===== src/hdl/s5lab_pkg.sv =====
// Package for the SHA-512 base32 label pipeline.
// Holds round constants, initial hash words and the SHA-512 helper functions.
// No dependencies.
`timescale 1ns / 1ps
package s5lab_pkg;

   localparam int ROUNDS = 80;

   typedef logic [63:0] word_type;

   typedef struct packed {
      word_type a;
      word_type b;
      word_type c;
      word_type d;
      word_type e;
      word_type f;
      word_type g;
      word_type h;
   } state_type;

   localparam word_type INIT_H [8] = '{
      64'h6a09e667f3bcc908, 64'hbb67ae8584caa73b, 64'h3c6ef372fe94f82b, 64'ha54ff53a5f1d36f1,
      64'h510e527fade682d1, 64'h9b05688c2b3e6c1f, 64'h1f83d9abfb41bd6b, 64'h5be0cd19137e2179
   };

   localparam word_type ROUND_K [ROUNDS] = '{
      64'h428a2f98d728ae22, 64'h7137449123ef65cd, 64'hb5c0fbcfec4d3b2f, 64'he9b5dba58189dbbc,
      64'h3956c25bf348b538, 64'h59f111f1b605d019, 64'h923f82a4af194f9b, 64'hab1c5ed5da6d8118,
      64'hd807aa98a3030242, 64'h12835b0145706fbe, 64'h243185be4ee4b28c, 64'h550c7dc3d5ffb4e2,
      64'h72be5d74f27b896f, 64'h80deb1fe3b1696b1, 64'h9bdc06a725c71235, 64'hc19bf174cf692694,
      64'he49b69c19ef14ad2, 64'hefbe4786384f25e3, 64'h0fc19dc68b8cd5b5, 64'h240ca1cc77ac9c65,
      64'h2de92c6f592b0275, 64'h4a7484aa6ea6e483, 64'h5cb0a9dcbd41fbd4, 64'h76f988da831153b5,
      64'h983e5152ee66dfab, 64'ha831c66d2db43210, 64'hb00327c898fb213f, 64'hbf597fc7beef0ee4,
      64'hc6e00bf33da88fc2, 64'hd5a79147930aa725, 64'h06ca6351e003826f, 64'h142929670a0e6e70,
      64'h27b70a8546d22ffc, 64'h2e1b21385c26c926, 64'h4d2c6dfc5ac42aed, 64'h53380d139d95b3df,
      64'h650a73548baf63de, 64'h766a0abb3c77b2a8, 64'h81c2c92e47edaee6, 64'h92722c851482353b,
      64'ha2bfe8a14cf10364, 64'ha81a664bbc423001, 64'hc24b8b70d0f89791, 64'hc76c51a30654be30,
      64'hd192e819d6ef5218, 64'hd69906245565a910, 64'hf40e35855771202a, 64'h106aa07032bbd1b8,
      64'h19a4c116b8d2d0c8, 64'h1e376c085141ab53, 64'h2748774cdf8eeb99, 64'h34b0bcb5e19b48a8,
      64'h391c0cb3c5c95a63, 64'h4ed8aa4ae3418acb, 64'h5b9cca4f7763e373, 64'h682e6ff3d6b2b8a3,
      64'h748f82ee5defb2fc, 64'h78a5636f43172f60, 64'h84c87814a1f0ab72, 64'h8cc702081a6439ec,
      64'h90befffa23631e28, 64'ha4506cebde82bde9, 64'hbef9a3f7b2c67915, 64'hc67178f2e372532b,
      64'hca273eceea26619c, 64'hd186b8c721c0c207, 64'heada7dd6cde0eb1e, 64'hf57d4f7fee6ed178,
      64'h06f067aa72176fba, 64'h0a637dc5a2c898a6, 64'h113f9804bef90dae, 64'h1b710b35131c471b,
      64'h28db77f523047d84, 64'h32caab7b40c72493, 64'h3c9ebe0a15c9bebc, 64'h431d67c49c100d4c,
      64'h4cc5d4becb3e42b6, 64'h597f299cfc657e2a, 64'h5fcb6fab3ad6faec, 64'h6c44198c4a475817
   };

   localparam word_type PAD_WORD = 64'h8000000000000000;
   localparam word_type LEN_WORD = 64'd256;
   localparam int LABEL_CHARS = 32;

   function automatic word_type rotr(input word_type x, input int n);
      rotr = (x >> n) | (x << (64 - n));
   endfunction

   function automatic word_type sig0(input word_type x);
      sig0 = rotr(x, 1) ^ rotr(x, 8) ^ (x >> 7);
   endfunction

   function automatic word_type sig1(input word_type x);
      sig1 = rotr(x, 19) ^ rotr(x, 61) ^ (x >> 6);
   endfunction

   function automatic state_type round_fn(input state_type s, input word_type kw);
      word_type t1;
      word_type t2;
      state_type r;
      t1 = s.h + (rotr(s.e, 14) ^ rotr(s.e, 18) ^ rotr(s.e, 41))
           + ((s.e & s.f) ^ (~s.e & s.g)) + kw;
      t2 = (rotr(s.a, 28) ^ rotr(s.a, 34) ^ rotr(s.a, 39))
           + ((s.a & s.b) ^ (s.a & s.c) ^ (s.b & s.c));
      r.h = s.g;
      r.g = s.f;
      r.f = s.e;
      r.e = s.d + t1;
      r.d = s.c;
      r.c = s.b;
      r.b = s.a;
      r.a = t1 + t2;
      round_fn = r;
   endfunction

   function automatic logic [7:0] b32_char(input logic [4:0] v);
      if (v < 5'd26) begin
         b32_char = 8'h61 + {3'b000, v};
      end else begin
         b32_char = 8'h32 + {3'b000, v - 5'd26};
      end
   endfunction

endpackage


===== src/hdl/s5lab_encode.sv =====
// Final digest addition and base32 encoding stage.
// Uses s5lab_pkg for initial hash words and the character map.
`timescale 1ns / 1ps
module s5lab_encode
   import s5lab_pkg::*;
(
   input  logic        clock,
   input  logic        reset,
   input  logic        advance,
   input  logic        valid_in,
   input  state_type   state_in,
   output logic        valid_out,
   output logic [255:0] label_out
);

   logic         valid_ff;
   logic [255:0] label_ff;
   logic [255:0] label_in;
   logic [191:0] dig;

   always_comb begin
      dig[191:128] = INIT_H[0] + state_in.a;
      dig[127:64]  = INIT_H[1] + state_in.b;
      dig[63:0]    = INIT_H[2] + state_in.c;
      for (int i = 0; i < LABEL_CHARS; i++) begin
         label_in[255 - 8 * i -: 8] = b32_char(dig[191 - 5 * i -: 5]);
      end
   end

   always_ff @(posedge clock) begin
      if (reset) begin
         valid_ff <= 1'b0;
      end else if (advance) begin
         valid_ff <= valid_in;
      end
   end

   always_ff @(posedge clock) begin
      if (advance) begin
         label_ff <= label_in;
      end
   end

   assign valid_out = valid_ff;
   assign label_out = label_ff;

endmodule


===== config.mk =====
export PLATFORM = sky130hd
export DESIGN_NAME = s5lab_encode
export DESIGN_NICKNAME = d
export VERILOG_FILES = /design/src/hdl/s5lab_pkg.sv /design/src/hdl/s5lab_encode.sv
export SDC_FILE = /design/constraint.sdc
export NUM_CORES = 1
export LEC_CHECK = 0
export BUFFER_PORTS_ARGS = -buffer_cell sky130_fd_sc_hd__buf_2
export CAP_MARGIN = 25
export CORE_AREA = 2 2 297 299
export CTS_CLUSTER_SIZE = 14
export DETAILED_ROUTE_END_ITERATION = 8
export DIE_AREA = 0 0 299 301
export GPL_TIMING_DRIVEN = 0
export PLACE_DENSITY = 0.52
export SLEW_MARGIN = 10
export SYNTH_ARGS = -nofsm -noshare
export SYNTH_HDL_FRONTEND = slang
export SYNTH_SLANG_ARGS = --single-unit

===== constraint.sdc =====
create_clock -name clock -period 6.7 [get_ports clock]
set_clock_uncertainty 0.15 [all_clocks]
set_input_delay 0.67 -clock clock [delete_from_list [all_inputs] [get_ports clock]]
set_output_delay 0.67 -clock clock [all_outputs]
set_load 0.05 [all_outputs]

==> impl.org <==
** Logic synthesis
- Seq/Total Area, Yosys :: 40.2%
- In the post-synthesis netlist, the biggest area contributors are edfxtp_1 40%, ha_1 9.6%, xnor2_1 7.9%, xor2_1 4.6%, nand2_1 4.5%.
- Number of nets produced by synthesis :: 2653
- Count of yosys warnings during synthesis :: 0
- Adder and majority gate portion of the synthesized area :: 9.65%
- After synthesis, the share of cell area in mux cells is 1.61%.
- The synthesized design devotes to its leading area cell type 40.1% of total area.
- Counting flops and latches in the post-synthesis netlist gives 257.
- Number of enable-type register cells in the synthesized netlist :: 256
- The synthesized netlist devotes 12.7% of its cell area to XOR and XNOR gates.
- Count of unique library cells instantiated by Yosys :: 100
- Simple-gate portion of the synthesized area :: 17.2%
- Top FF cell, synth :: edfxtp_1
- The synthesized netlist occupies a cell area of 19200 µm².
- After synthesis, the largest family of logic cells by area is simple AND/OR/NAND/NOR gates.
- Post-synthesis async set-or-reset flop share :: 0%
- Compound-cell area share of the yosys netlist :: 15.5%
- Syn Inst Count :: 1990
- Post-synthesis cell type with the largest combined area :: edfxtp_1
- Average instance area after synthesis :: 9.63 µm²

** Place
- Routability-driven placement finished with a final weighted congestion of 0.870.
- Detailed placement finished with a half-perimeter wire length of 50400 µm.
- During placement, the flow inserted port buffers numbering 439.

** Cells and area
- The filler cells instantiated in the layout total 9304.
- Proportion of layout cells with a drive suffix above 1 :: 21.5%
- At the end of the flow, the number of nets in the layout was 3134.
- From synthesis to final layout, the design area changed by 25.5%.
- Cells fill 27.8% of the core in the end.

** Run status
- Status :: finished, final reports clean

** Timing
- Final-report max-slew violation count :: 0
- The final critical path takes up 75.0% of the cycle.
- In this run the tightest slew margin relative to its limit is 34.4%.
- Summed over all failing endpoints, the final setup total negative slack is 0 ns.
- Final number of hold-violating endpoints :: 0
- Setup repair after global routing missed its margin :: false
- Post-route minimum period :: 5.03 ns
- Based on the critical path, the design can be clocked at up to 199 MHz.
- At the pin with the least slew margin, the transition time is 0.983 ns.
- Setup violations remaining at the end of the flow were counted as 0.

** Power
- Of the total power, registers draw 34.0%.
- In this run switching power makes up 39.6% of total power.
- Leakage power :: 9.73 nW
- The clock network is responsible for 30.3% of the overall power.
- Net load switching power :: 2.47 mW
- Worst IR Drop VDD :: 0.191 mV
- Int Power :: 3.77 mW
- Pwr/cell area :: 260 nW/µm²
- Combinational cells account for 35.7% of the total power.

** Routing
- Number of optimization iterations in the first detailed-route pass :: 7
- Average wire per cell in the routed design :: 17.0 µm
- After detailed routing, the number of vias per cell comes to 4.51.
- The detail route stage leaves a number of antenna-violating nets equal to 0.
- Summing over every cut layer, the via total after detailed routing is 16497.
- Total wirelength of the detailed-routed design :: 62300 µm
- In the routed design, unresolved DRC markers number 0.
- Detailed router's first-iteration violation count :: 970

** Global route
- Routing usage on met1 :: 18.7%
- GR Util met2 :: 19.2%
- Vias in the first global route :: 15460
- Global routing finished with a remaining overflow of 0.
- Wire length of the first global-routing pass :: 91900 µm
- GR met3 Demand/Resource :: 4.18%
- Overall fraction of global-route tracks in use :: 13.2%
- Entering global routing, the biggest net connects 102 pins.
- Antenna violations before repair :: 27
- The global routing stage identified its most utilized layer as met2.

** Setup path
- Of all nets on the critical path, the largest fanout is 7.
- Worst-path cell chain :: buf_2, ha_1, a41oi_2, a211oi_1, o2111a_1, o21ai_1, a211oi_1, nor3_1, nor3_2, inv_1, ha_1, nor2b_1, o221ai_1, o311ai_0, o211ai_1
- Worst path arrival time :: 5.14 ns
- CP max stage cell :: a211oi_1
- STA classifies the critical path endpoint as a register.
- Data on the critical path is required at its endpoint by 6.82 ns.
- The worst setup path is launched from a primary input.
- Longest individual stage delay on the worst path :: 0.72 ns
- Worst Setup Path Type :: in2reg

** Floorplan
- Die width :: 299 µm
- Measured along the y axis, the die boundary spans 301 µm.
- Initial standard-cell utilization of the core :: 22.1%
- The total area inside the core boundary comes to 86500 µm².
- Cell row count :: 108
- In this run the count of I/O pins placed on the die edge is 773.
- The die covers 90000 µm².

** Clocking
- Worst-case clock buffer depth :: 3
- Number of buffers inserted by hold repair at cts :: 0
- Post-CTS repair timing setup buffer count :: 0
- Maximum level of the CTS H-tree :: 2
- CTS Root Buffer Type :: clkbuf_16
- Number of gates resized after cts :: 0
- Skew-Pair Late Insertion Delay :: 0.55 ns
- TritonCTS buffer count :: 36
- Counting every sink on the clock net gives 257.
- After clock tree synthesis, the clock-pin slew on the worst setup and hold paths is 0.05 ns.
- TritonCTS built the clock tree.

** Worst hold path
- Type of the most critical hold path :: in2reg

** Run
- Number of maximum-capacitance violations :: 0
==> kinds of logic after synthesis <==
family	Yosys count
and+or+nand+nor	669
AOI/OAI and AO/OA	456
xor gates and xnor gates	275
DFF	257
buffers and inverters	155
adders and majority gates	148
muxes	30
==> power by group through the flow <==
| stage | Clock [mW] | Sequential [mW] | Combinational (mW) |
|---|---|---|---|
| floorplan | 0 | 2.92 | 0.835 |
| CTS | 1.99 | 2.13 | 2.25 |
| global route | 2.03 | 2.14 | 2.42 |
| detailed placement | 0 | 2.16 | 2.24 |
| finish | 1.89 | 2.12 | 2.23 |
| global placement | 0 | 2.17 | 2.23 |
==> flip-flops by register name (all words and copies together), names as in the netlist <==
signal	count
label_out	256
valid_out	1
==> layer usage <==
metal / up-vias / share of wire [%]
met1: 7640 / 48
met2: 501 / 41
met4: 18 / 2.1
met3: 83 / 8.4
met5: - / 0.17
li1: 8255 / -
==> cell type report <==
class | instances | area (µm²) | share of cell area (%)
Clock inverter | 25 | 235 | 0.978
Tap cell | 1155 | 1450 | 6.01
Multi-Input combinational cell | 1578 | 10900 | 45.1
Inverter | 117 | 439 | 1.83
Timing Repair Buffer | 443 | 2280 | 9.47
Sequential cell | 257 | 7710 | 32.1
Clock buffer | 38 | 908 | 3.78
Buffer | 38 | 155 | 0.645
Antenna cell | 10 | 25.0 | 0.104
==> cells in the final DEF, fill, tap and decap left out, types with 7 or more instances in the layout <==
cell         n
a2111oi_0    8
a211oi_1    14
a21boi_0     9
a21o_1      17
a21oi_1    104
a31oi_1     27
and2_1      17
and3_1      19
and4_1      20
buf_2      442
clkbuf_1    30
clkbuf_16   36
clkinv_1     9
diode_2     10
edfxtp_1   256
ha_1       147
inv_1      115
mux2i_1     24
nand2_1    228
nand2b_1    43
nand3_1     52
nand4_1     13
nor2_1     127
nor2b_1     32
nor3_1      49
nor4_1      11
o211ai_1    19
o21a_1       9
o21ai_0    127
o22ai_1     15
o31ai_1     10
or2_2        7
or3_1       17
xnor2_1    173
xor2_1     100
==> critical path, delay by kind of cell <==
kind	cells	cell delay, ns
compound gates	8	2.56
fa+ha+maj	2	0.53
simple gates	3	0.93
buf+inv	2	0.43
==> through the flow <==
step	instance area [µm²]	instances	hold WS, ns	setup WS, ns	total power [mW]
5_1_grt	24000	3655	0.0661	1.52	6.59
3_3_place_gp	22800	3584	0.321	0.655	4.40
2_1_floorplan	19200	1990	0.583	2.69	3.76
3_5_place_dp	22900	3587	0.337	1.14	4.40
4_1_cts	24000	3650	0.0470	1.75	6.37
6_report	24000	3661	0.115	1.67	6.25
==> synthesized netlist by cell type (all sizes together) (7+ instances only) <==
cell type / instances
nand2: 229
a2111oi: 11
and4: 20
o31ai: 11
nand2b: 43
a21o: 18
nor2: 128
a211oi: 15
o21ai: 134
o21a: 9
mux2i: 24
nor3b: 7
nor2b: 32
xor2: 100
xnor2: 175
inv: 116
nand3: 52
and3: 19
nand4: 13
nor3: 51
o22ai: 15
a21oi: 105
clkbuf: 28
or3: 17
nor4: 13
ha: 147
o211ai: 19
edfxtp: 256
or2: 11
a21boi: 10
buf: 10
a31oi: 27
and2: 18
==> path summary, 6_finish.rpt <==
path,depth (start not counted),from,slack [ns],endpoint
worst max-delay path,15,state_in[451],1.67,label_out[254]
worst min-delay path,2,reset,0.12,valid_out
worst max register to register,2,valid_out,5.97,valid_out
worst min register to register,2,valid_out,0.34,valid_out
Power figures use the tool's default switching activity.
